--- config.mk ---
export PLATFORM = sky130hd
export DESIGN_NAME = ima_adpcm_nibble_decoder
export DESIGN_NICKNAME = d
export VERILOG_FILES = /design/src/rtl/imadec_pkg.sv /design/src/rtl/imadec_state.sv /design/src/rtl/imadec_step.sv /design/src/rtl/ima_adpcm_nibble_decoder.sv
export SDC_FILE = /design/constraint.sdc
export NUM_CORES = 1
export LEC_CHECK = 0
export ABC_AREA = 1
export BUFFER_PORTS_ARGS = -buffer_cell sky130_fd_sc_hd__buf_4
export CORE_ASPECT_RATIO = 0.9
export CORE_MARGIN = 8
export CORE_UTILIZATION = 50
export DETAILED_ROUTE_END_ITERATION = 7
export GPL_ROUTABILITY_DRIVEN = 0
export HOLD_SLACK_MARGIN = 0.1
export PLACE_DENSITY = 0.66
export SLEW_MARGIN = 5
export SYNTH_ARGS = -nofsm -noshare
export SYNTH_HDL_FRONTEND = slang
export SYNTH_SLANG_ARGS = --single-unit
--- constraint.sdc ---
create_clock -name clk -period 24.2 [get_ports clk]
set_clock_uncertainty 0.1 [all_clocks]
set_input_delay 1.21 -clock clk [delete_from_list [all_inputs] [get_ports clk]]
set_output_delay 1.21 -clock clk [all_outputs]
set_load 0.02 [all_outputs]
--- src/rtl/imadec_pkg.sv ---
// imadec_pkg: shared types, constants and the standard IMA step and index tables
// used by the ADPCM nibble decoder modules; no dependencies
package imadec_pkg;

	localparam int SAMPLE_W  = 16;
	localparam int IDX_W     = 7;
	localparam int STEP_W    = 15;
	localparam int NIBBLE_W  = 4;
	localparam int HIDX_W    = 8;

	localparam logic [IDX_W-1:0] MAX_INDEX = 7'd88;

	// input item kinds
	localparam logic MODE_HEADER = 1'b0;
	localparam logic MODE_NIBBLE = 1'b1;

	typedef logic signed [SAMPLE_W-1:0] sample_t;
	typedef logic [IDX_W-1:0]           idx_t;
	typedef logic [STEP_W-1:0]          step_t;

	// predictor state write, one channel per cycle
	typedef struct packed {
		logic    we;
		logic    [2:0] ch;
		sample_t pred;
		idx_t    idx;
	} upd_t;

	// step size for a step index 0..88
	function automatic step_t step_size(input idx_t idx);
		step_t s;
		unique case (idx)
			7'd0:  s = 15'd7;     7'd1:  s = 15'd8;     7'd2:  s = 15'd9;     7'd3:  s = 15'd10;
			7'd4:  s = 15'd11;    7'd5:  s = 15'd12;    7'd6:  s = 15'd13;    7'd7:  s = 15'd14;
			7'd8:  s = 15'd16;    7'd9:  s = 15'd17;    7'd10: s = 15'd19;    7'd11: s = 15'd21;
			7'd12: s = 15'd23;    7'd13: s = 15'd25;    7'd14: s = 15'd28;    7'd15: s = 15'd31;
			7'd16: s = 15'd34;    7'd17: s = 15'd37;    7'd18: s = 15'd41;    7'd19: s = 15'd45;
			7'd20: s = 15'd50;    7'd21: s = 15'd55;    7'd22: s = 15'd60;    7'd23: s = 15'd66;
			7'd24: s = 15'd73;    7'd25: s = 15'd80;    7'd26: s = 15'd88;    7'd27: s = 15'd97;
			7'd28: s = 15'd107;   7'd29: s = 15'd118;   7'd30: s = 15'd130;   7'd31: s = 15'd143;
			7'd32: s = 15'd157;   7'd33: s = 15'd173;   7'd34: s = 15'd190;   7'd35: s = 15'd209;
			7'd36: s = 15'd230;   7'd37: s = 15'd253;   7'd38: s = 15'd279;   7'd39: s = 15'd307;
			7'd40: s = 15'd337;   7'd41: s = 15'd371;   7'd42: s = 15'd408;   7'd43: s = 15'd449;
			7'd44: s = 15'd494;   7'd45: s = 15'd544;   7'd46: s = 15'd598;   7'd47: s = 15'd658;
			7'd48: s = 15'd724;   7'd49: s = 15'd796;   7'd50: s = 15'd876;   7'd51: s = 15'd963;
			7'd52: s = 15'd1060;  7'd53: s = 15'd1166;  7'd54: s = 15'd1282;  7'd55: s = 15'd1411;
			7'd56: s = 15'd1552;  7'd57: s = 15'd1707;  7'd58: s = 15'd1878;  7'd59: s = 15'd2066;
			7'd60: s = 15'd2272;  7'd61: s = 15'd2499;  7'd62: s = 15'd2749;  7'd63: s = 15'd3024;
			7'd64: s = 15'd3327;  7'd65: s = 15'd3660;  7'd66: s = 15'd4026;  7'd67: s = 15'd4428;
			7'd68: s = 15'd4871;  7'd69: s = 15'd5358;  7'd70: s = 15'd5894;  7'd71: s = 15'd6484;
			7'd72: s = 15'd7132;  7'd73: s = 15'd7845;  7'd74: s = 15'd8630;  7'd75: s = 15'd9493;
			7'd76: s = 15'd10442; 7'd77: s = 15'd11487; 7'd78: s = 15'd12635; 7'd79: s = 15'd13899;
			7'd80: s = 15'd15289; 7'd81: s = 15'd16818; 7'd82: s = 15'd18500; 7'd83: s = 15'd20350;
			7'd84: s = 15'd22385; 7'd85: s = 15'd24623; 7'd86: s = 15'd27086; 7'd87: s = 15'd29794;
			default: s = 15'd32767;
		endcase
		return s;
	endfunction

	// step index adjustment from the magnitude bits
	function automatic logic signed [7:0] index_adjust(input logic [2:0] mag);
		logic signed [7:0] a;
		unique case (mag)
			3'd4:    a = 8'sd2;
			3'd5:    a = 8'sd4;
			3'd6:    a = 8'sd6;
			3'd7:    a = 8'sd8;
			default: a = -8'sd1;
		endcase
		return a;
	endfunction

endpackage

--- src/rtl/imadec_state.sv ---
// imadec_state: per-channel predictor sample and step index registers
// depends on imadec_pkg
module imadec_state
	import imadec_pkg::*;
#(
	parameter int CHANNELS = 2
) (
	input  logic    clk,
	input  logic    arst_n,
	input  logic    [2:0] rd_ch,
	output sample_t rd_pred,
	output idx_t    rd_idx,
	input  upd_t    upd
);

	sample_t pred_q [CHANNELS];
	idx_t    idx_q  [CHANNELS];

	// read port, zero for a channel that does not exist
	always_comb begin
		rd_pred = '0;
		rd_idx  = '0;
		for (int c = 0; c < CHANNELS; c++) begin
			if (rd_ch == 3'(c)) begin
				rd_pred = pred_q[c];
				rd_idx  = idx_q[c];
			end
		end
	end

	// write port
	always_ff @(posedge clk or negedge arst_n) begin
		if (!arst_n) begin
			for (int c = 0; c < CHANNELS; c++) begin
				pred_q[c] <= '0;
				idx_q[c]  <= '0;
			end
		end else begin
			for (int c = 0; c < CHANNELS; c++) begin
				if (upd.we && upd.ch == 3'(c)) begin
					pred_q[c] <= upd.pred;
					idx_q[c]  <= upd.idx;
				end
			end
		end
	end

endmodule

--- src/rtl/imadec_step.sv ---
// imadec_step: one IMA ADPCM nibble update of predictor and step index
// depends on imadec_pkg
module imadec_step
	import imadec_pkg::*;
(
	input  sample_t pred,
	input  idx_t    idx,
	input  logic    [NIBBLE_W-1:0] code,
	output sample_t new_pred,
	output idx_t    new_idx
);

	step_t                    step;
	logic [SAMPLE_W-1:0]      diff;
	logic signed [SAMPLE_W+1:0] sum;
	logic signed [SAMPLE_W+1:0] delta;
	logic signed [7:0]        nidx;

	// difference from the magnitude bits, each term truncated on its own
	always_comb begin
		step = step_size(idx);
		diff = 16'(step >> 3);
		if (code[2]) diff = diff + 16'(step);
		if (code[1]) diff = diff + 16'(step >> 1);
		if (code[0]) diff = diff + 16'(step >> 2);
	end

	// signed add with saturation to 16 bits
	always_comb begin
		delta = $signed({2'b00, diff});
		if (code[3]) delta = -delta;
		sum = $signed({{2{pred[SAMPLE_W-1]}}, pred}) + delta;
		if (sum > 18'sd32767)
			new_pred = 16'sh7fff;
		else if (sum < -18'sd32768)
			new_pred = 16'sh8000;
		else
			new_pred = sum[SAMPLE_W-1:0];
	end

	// index adaptation with clamp to 0..88
	always_comb begin
		nidx = $signed({1'b0, idx}) + index_adjust(code[2:0]);
		if (nidx < 8'sd0)
			new_idx = '0;
		else if (nidx > $signed({1'b0, MAX_INDEX}))
			new_idx = MAX_INDEX;
		else
			new_idx = nidx[IDX_W-1:0];
	end

endmodule

--- src/rtl/ima_adpcm_nibble_decoder.sv ---
// ima_adpcm_nibble_decoder: top level of the IMA ADPCM decoder with per-channel predictors
// depends on imadec_pkg, imadec_state, imadec_step
//
//  channel | direction | tdata (low bit up)                              | tuser (low bit up)
//  s_*     | in        | nibble[3:0] header_sample[19:4] header_index[27:20] | mode[0] channel[1]
//  m_*     | out       | sample[15:0]                                     | -
//
// one item per clock sustained while the output is not stalled; a taken item goes into the input register,
// which feeds a single pass of table lookup, add and clamp into the output register
// channel state is written as the item moves to the output, so the next item sees it at once
// reset clears both predictors and step indexes and empties the pipeline
// a stalled output register holds its item; the input register keeps taking items while it is free
module ima_adpcm_nibble_decoder
	import imadec_pkg::*;
#(
	parameter int CHANNELS = 2
) (
	input  logic        clk,
	input  logic        arst_n,
	input  logic        s_tvalid,
	output logic        s_tready,
	input  logic [31:0] s_tdata,   // nibble, header_sample, header_index, zero pad
	input  logic [1:0]  s_tuser,   // mode, channel
	output logic        m_tvalid,
	input  logic        m_tready,
	output logic [15:0] m_tdata    // sample
);

	logic                valid_s1;
	logic                mode_s1;
	logic                chan_s1;
	logic [NIBBLE_W-1:0] nib_s1;
	sample_t             hsamp_s1;
	logic [HIDX_W-1:0]   hidx_s1;

	logic    out_valid_q;
	sample_t sample_q;

	logic    advance;
	logic    ch_ok;
	sample_t st_pred;
	idx_t    st_idx;
	sample_t nib_pred;
	idx_t    nib_idx;
	idx_t    hdr_idx;
	sample_t result;
	upd_t    upd;

	// handshake
	assign advance  = valid_s1 && (!out_valid_q || m_tready);
	assign s_tready = !valid_s1 || advance;
	assign m_tvalid = out_valid_q;
	assign m_tdata  = sample_q;

	// input register
	always_ff @(posedge clk or negedge arst_n) begin
		if (!arst_n) begin
			valid_s1 <= 1'b0;
		end else if (s_tready) begin
			valid_s1 <= s_tvalid;
		end
	end

	always_ff @(posedge clk) begin
		if (s_tready && s_tvalid) begin
			mode_s1  <= s_tuser[0];
			chan_s1  <= s_tuser[1];
			nib_s1   <= s_tdata[3:0];
			hsamp_s1 <= s_tdata[19:4];
			hidx_s1  <= s_tdata[27:20];
		end
	end

	assign ch_ok = 32'(chan_s1) < CHANNELS;

	imadec_state #(.CHANNELS(CHANNELS)) u_state (
		.clk     (clk),
		.arst_n  (arst_n),
		.rd_ch   (3'(chan_s1)),
		.rd_pred (st_pred),
		.rd_idx  (st_idx),
		.upd     (upd)
	);

	imadec_step u_step (
		.pred     (st_pred),
		.idx      (st_idx),
		.code     (nib_s1),
		.new_pred (nib_pred),
		.new_idx  (nib_idx)
	);

	// header index clamp
	assign hdr_idx = (hidx_s1 > {1'b0, MAX_INDEX}) ? MAX_INDEX : hidx_s1[IDX_W-1:0];

	// result and state update select
	always_comb begin
		upd.ch = 3'(chan_s1);
		upd.we = advance && ch_ok;
		if (mode_s1 == MODE_HEADER) begin
			result   = hsamp_s1;
			upd.pred = hsamp_s1;
			upd.idx  = hdr_idx;
		end else begin
			result   = ch_ok ? nib_pred : '0;
			upd.pred = nib_pred;
			upd.idx  = nib_idx;
		end
	end

	// output register
	always_ff @(posedge clk or negedge arst_n) begin
		if (!arst_n) begin
			out_valid_q <= 1'b0;
		end else if (advance) begin
			out_valid_q <= 1'b1;
		end else if (m_tready) begin
			out_valid_q <= 1'b0;
		end
	end

	always_ff @(posedge clk) begin
		if (advance) begin
			sample_q <= result;
		end
	end

endmodule

Word-level counts from Yosys, hierarchy flattened
Memories as Yosys holds them, arrays and structs flattened.
Cells that the tools add are included.
Widths: inputs -> output; s select.
{ "classes": {"n_reduce_logical": 10, "n_mux": 18, "n_lt_le_gt_ge": 5, "n_addsub": 6, "eq_ne": 4} }
{ "op_table": {"columns": ["operator", "count"], "rows": [
  ["$mux 16", 8],
  ["$mux 7", 5],
  ["$pmux 8 s4", 1],
  ["$mux 23", 1],
  ["$add 16x18->18", 1],
  ["$gt 18x16->1 const B", 1],
  ["$lt 18x16->1 const B", 1],
  ["$mux 18", 1],
  ["$neg 16->18", 1],
  ["$add 12x15->16", 1],
  ["$add 16x13->16", 1],
  ["$add 16x14->16", 1],
  ["$eq 3x3->1 const B", 4],
  ["$add 8x8->8", 1],
  ["$gt 8x7->1 const B", 1],
  ["$gt 8x8->1 const B", 1],
  ["$lt 8x1->1 const B", 1],
  ["$logic_and 1x1->1", 4],
  ["$logic_not 3->1", 1],
  ["$logic_not 1->1", 2],
  ["$logic_or 1x1->1", 2],
  ["$mux 1", 2],
  ["$reduce_bool 2->1", 1]
]} }
{ "totals": {"memories": 1, "wordCells": 56, "regBits": 94, "romBits": 1920, "input_bits": 38, "output_inout_bits": 18} }
{ "memory_table": {"columns": ["name", "depth", "word_bits", "read_ports", "rd_ports_with_merged_regs", "wr", "line", "rtl"], "rows": [
  ["(no name shown)", 128, 15, 1, 0, 0, "imadec_pkg.sv:32", "unique case (idx)"]
]} }

Longest topological paths before layout
An unclocked memory read counts as a cell.
{ "depth": {"depth_word": 17, "mapped_depth": 69, "mapped_depth_nobuf": 67} }

Cells and area by module
A second synthesis with hierarchy kept.
{ "unflattened": {"cells_unflattened": 1590, "hier_area_um2": 10415.0} }
{ "by_module_without_submodules": {"columns": ["mod", "seq_area_each_um2", "area_per_inst_um2", "cells_each", "n_inst"], "rows": [
  ["imadec_step", 0.0, 6307.3, 1156, 1],
  ["imadec_state", 1151.1, 2247.2, 283, 1],
  ["ima_adpcm_nibble_decoder", 1431.4, 1860.5, 151, 1]
]} }

Worst setup path after synthesis
Ideal clock, no wire load.
{ "synth_timing": {"kind": "flip-flop to flip-flop", "start": "register chan_s1", "end": "register sample_q[10], in the netlist m_tdata[10] (data pin)", "setup_ns": 0.261, "required_ns": 23.839, "synth_period_minus_slack_ns": 8.473, "setup_slack_ns": 15.727, "path_stages_with_launch": 59, "n_path_buf": 3, "arrival_time_ns": 8.112, "path_cell_list": "edfxtp_1 > buf_6 > buf_2 > nand2_1 > nand2_1 > ha_1 > inv_1 > nand3_1 > nand2_1 > nand2_1 > nand2_1 > nand2_1 > nand3_1 > nand3_1 > nand2_1 > inv_1 > ha_1 > fa_1 > (+23 left out) > nand3_1 > nand2_1 > o21ai_0 > xnor2_1 > ha_1 > inv_1 > nor3_1 > nor3b_1 > nand4_1 > nand3_1 > xnor2_1 > inv_1 > nand3_2 > nand3_2 > nand2_1 > inv_2 > buf_2 > a21boi_1"} }
{ "synth_via": {"elab_chain_len": 17, "elab_cells_between_ends": 20, "cone_classes": "add/sub: 5; order compare: 2; mux: 11; reduce/logical: 1; memory: 1"} }
{ "synth_rtl": {"columns": ["item", "line", "rtl"], "rows": [
  ["start, declared", "ima_adpcm_nibble_decoder.sv:31", "logic chan_s1;"],
  ["start signal, assigned", "ima_adpcm_nibble_decoder.sv:67", "chan_s1 <= s_tuser[1];"],
  ["$logic_not 3->1", "imadec_state.sv:24", "if (rd_ch == 3'(c)) begin"],
  ["$mux 7 (2 in a row)", "imadec_state.sv:24", null],
  ["$mem_v2 128x15", null, null],
  ["$add 12x15->16", "imadec_step.sv:23", "if (code[2]) diff = diff + 16'(step);"],
  ["$mux 16", "imadec_step.sv:23", null],
  ["$add 16x14->16", "imadec_step.sv:24", "if (code[1]) diff = diff + 16'(step >> 1);"],
  ["$mux 16", "imadec_step.sv:24", null],
  ["$add 16x13->16", "imadec_step.sv:25", "if (code[0]) diff = diff + 16'(step >> 2);"],
  ["$mux 16", "imadec_step.sv:25", null],
  ["$neg 16->18", "imadec_step.sv:31", "if (code[3]) delta = -delta;"],
  ["$mux 18", "imadec_step.sv:31", null],
  ["$add 16x18->18 (*)", "imadec_step.sv:32", "sum = $signed({{2{pred[SAMPLE_W-1]}}, pred}) + delta;"],
  ["$lt 18x16->1", "imadec_step.sv:35", "else if (sum < -18'sd32768)"],
  ["$mux 16", "imadec_step.sv:35", null],
  ["$mux 16 (*)", "imadec_step.sv:33", "if (sum > 18'sd32767)"],
  ["$mux 16 (*)", "ima_adpcm_nibble_decoder.sv:100", "if (mode_s1 == MODE_HEADER) begin"],
  ["named net result[10]", "ima_adpcm_nibble_decoder.sv:46", "sample_t result;"],
  ["end signal, assigned", "ima_adpcm_nibble_decoder.sv:124", "sample_q <= result;"],
  ["end, declared", "ima_adpcm_nibble_decoder.sv:37", "sample_t sample_q;"]
]} }
The timed path passes the listed nets; every way through them passes the cells marked *.
A chain may end at the register's enable or synchronous reset.

Worst setup path after layout
{ "layout_timing": {"start": "register chan_s1", "end": "register sample_q[2], in the netlist m_tdata[2] (data pin)"} }
Same word-level chain as after synthesis.

==> flow_summary_export.csv <==
group,metric,value,unit
clock_tree,cts_setup_buffers,0,
job,cap_violations,0,
clock_tree,cts_made_buffers,9,
hold_path,min_from,"u_state.pred_q[1]",
critical_path,r2r-end,"m_tdata[2]",
yosys,netlist-cell-type-count,45,
layout,n_antenna_cell,0,
critical_path,arrival,10740,ps
clock_tree,cts-root-buf,"clkbuf_16",
global_route,antenna_found_initial,0,
clock_tree,postCtsHoldBufs,0,
global_route,grtUsageMet3,2.998,%
timing,min_period,10770,ps
timing,max_slew_margin,36.17,%
route,drt-initial-drc-count,1069,
critical_path,crit_type,"flop to flop",
layout,seqCellArea,2582,um^2
clock_tree,cts_sinks,94,
route,drt_first_pass_iters,5,
yosys,ys_seq_elements,94,
global_route,met1_usage,31.08,%
floorplan,core_area,19680,um^2
layout,area_delta_synth_final,7.577,%
yosys,synth_top_area_share,19.89,%
floorplan,die_w,164.4,um
clock_tree,htree_levels,3,
clock_tree,clkTransAtPathRegs,80,ps
global_route,top_usage_layer,"met2",
yosys,yosys.area.top_type,"nand2_1",
clock_tree,clock_path_buffers,2,
yosys,synth_edf_count,46,
route,wl_per_cell,15.16,um
global_route,grt_max_degree,49,
placement,place_area,10360,um^2
yosys,ys_warn_count,0,
critical_path,regToRegStartpoint,"chan_s1",
yosys,synth.area.top_cells,"nand2_1, edfxtp_1, dfrtp_1",
timing,tns,0,ps
global_route,grt_overflow,0,
placement,dp_hpwl,20070,um
critical_path,crit_path_max_fanout,31,
hold_path,worstHoldPathType,"flop to flop",
hold_path,holdPathEnd,"u_state.pred_q[1]",
timing,finalSetupViolCount,0,
yosys,synthesis.nets,1618,
layout,drive_gt1_share,9.889,%
critical_path,endpoint_kind,"flop",
yosys,syn_inst,1499,
global_route,grt_usage,22.14,%
timing,hold_viol_final,0,
critical_path,cpLargestDelayFamily,"simple AND/OR/NAND/NOR gates",
clock_tree,worstSkewPairLatency,350,ps
timing,rsz0062_at_grt,"no",
critical_path,start_kind,"flop",
timing,fmax,92.84,MHz
critical_path,cp_slowest_cell,"a21oi_1",
timing,fin_ws,13430,ps
global_route,grt_pass1_wl,44690,um
route,postRouteAntennaNets,0,
placement,pre_cts_slack,13590,ps
critical_path,reg2regPathDepth,60,
timing,post-route-period-util,44.51,%
floorplan,num_rows,49,
floorplan,die_area,24580,um^2
yosys,async_flop_share,51.06,%
route,drt_wl_total,27010,um
critical_path,required,24170,ps
yosys,yosysMostFrequentCell,"nand2_1",
floorplan,start_util,50.35,%
layout,num-fill-cells,1970,
timing,slew_violations,0,
route,viasPerCell,5.521,
floorplan,die-height,149.5,um
critical_path,path_buf_inv,9,
clock_tree,cts_tree,"yes",
yosys,synth_flop_cell,"dfrtp_1",
global_route,use_met2,35.20,%
placement,io_buffers,51,
layout,fin_nets,1641,
layout,multiInputGateArea,6457,um^2
yosys,syn_area,9908,um^2
global_route,grt_pass1_vias,9250,
layout,postLayoutCoreUtil,54.16,%
layout,final_area,10660,um^2
route,vias,9839,
clock_tree,cts_resized,0,
floorplan,io_pins,56,
critical_path,r2r_setup_slack,13430,ps
yosys,ys_seq_area_share,26.06,%
yosys,syn_area_per_cell,6.610,um^2
hold_path,hold_path_depth,2,
timing,worst_pin_slew,948.9,ps
yosys,synth_top_cells_by_count,"nand2_1, nand3_1, inv_1, a21oi_1, ha_1",
status,status,"complete, no violations",
route,drc,0,
critical_path,max_stage_delay,500,ps
critical_path,path_common_cell,"nand2_1",
flip-flops by register name, indices dropped and copies added, names as in the netlist:
register,cells
chan_s1,1
hidx_s1,8
u_state.idx_q,14
u_state.pred_q,32
m_tvalid,1
nib_s1,4
mode_s1,1
hsamp_s1,16
valid_s1,1
m_tdata,16
worst max-delay path by stage:
| stage | slack (ps) | cells after the start | end | start |
|---|---|---|---|---|
| after floorplan | 15730 | 58 | m_tdata[10] | chan_s1 |
| after global placement | 13700 | 59 | m_tdata[3] | chan_s1 |
| after detailed placement | 13590 | 60 | m_tdata[2] | chan_s1 |
| after CTS | 13510 | 60 | m_tdata[2] | chan_s1 |
| after global routing | 12460 | 60 | m_tdata[14] | chan_s1 |
| final | 13430 | 60 | m_tdata[2] | chan_s1 |
cells by family (layout without fill, tap and decap cells):
family | count (synthesis) | count (layout) | synth area share (%)
xor gates and xnor gates | 52 | 52 | 4.597
adders and majority gates | 81 | 81 | 10.61
DFF | 94 | 94 | 26.06
and+or+nand+nor | 881 | 881 | 38.77
buffers and inverters | 198 | 226 | 8.814
AOI/OAI and AO/OA | 193 | 193 | 11.15
tightest hold or removal path: stages (launching register included):
cell	delay [ps]
dfrtp_1	340
nand2_1	50
nand2_1	50
final cells by class:
cell class,instances,share of cell area [%]
Timing Repair Buffer,57,4.015
Clock buffer,9,2.113
Multi-Input combinational cell,1207,60.58
Clock inverter,7,0.6808
Inverter,153,5.388
Sequential cell,94,24.23
Tap cell,255,2.993
cell usage in the layout, fill, tap and decap left out, types with 4 or more instances in the layout:
cell type  Yosys  layout
nor2_2         2       4
o31ai_1        5       5
nand3_2        5       5
a21boi_0       7       7
xnor2_1       18      18
and2_1         9       9
o21ai_0       56      56
nand2_2       26      26
a31oi_1        7       7
a21oi_1       76      76
nand3_1      189     189
o21ai_1        4       4
buf_4          7      57
inv_1        141     141
edfxtp_1      46      46
ha_1          76      76
fa_1           5       5
o21bai_1       8       8
inv_2          8       8
nor2_1        64      62
xor2_1        34      34
nand4_1       16      16
nand2_1      525     525
o211ai_1       9       9
clkbuf_16      0       9
a21o_1         4       4
clkinv_1       4       4
a21boi_1      10      10
nor3_1         9       9
or2_2         28      28
dfrtp_1       48      48
routing by layer:
metal | vias up | part of all wire [%]
met4 | 0 | 1.8
met5 | - | 0
li1 | 4980 | -
met1 | 4497 | 49
met2 | 316 | 44
met3 | 46 | 5.8
per-stage QoR:
stage | std cells | hold slack (ps)
after detailed placement | 1766 | 361.6
after CTS | 1782 | 383.1
after global placement | 1766 | 359.0
final | 1782 | 378.0
after floorplan | 1499 | 341.5
after global routing | 1782 | 396.0
Power is not shown: default switching activity piles up to over one toggle a cycle in this logic, so the estimate is an artifact.
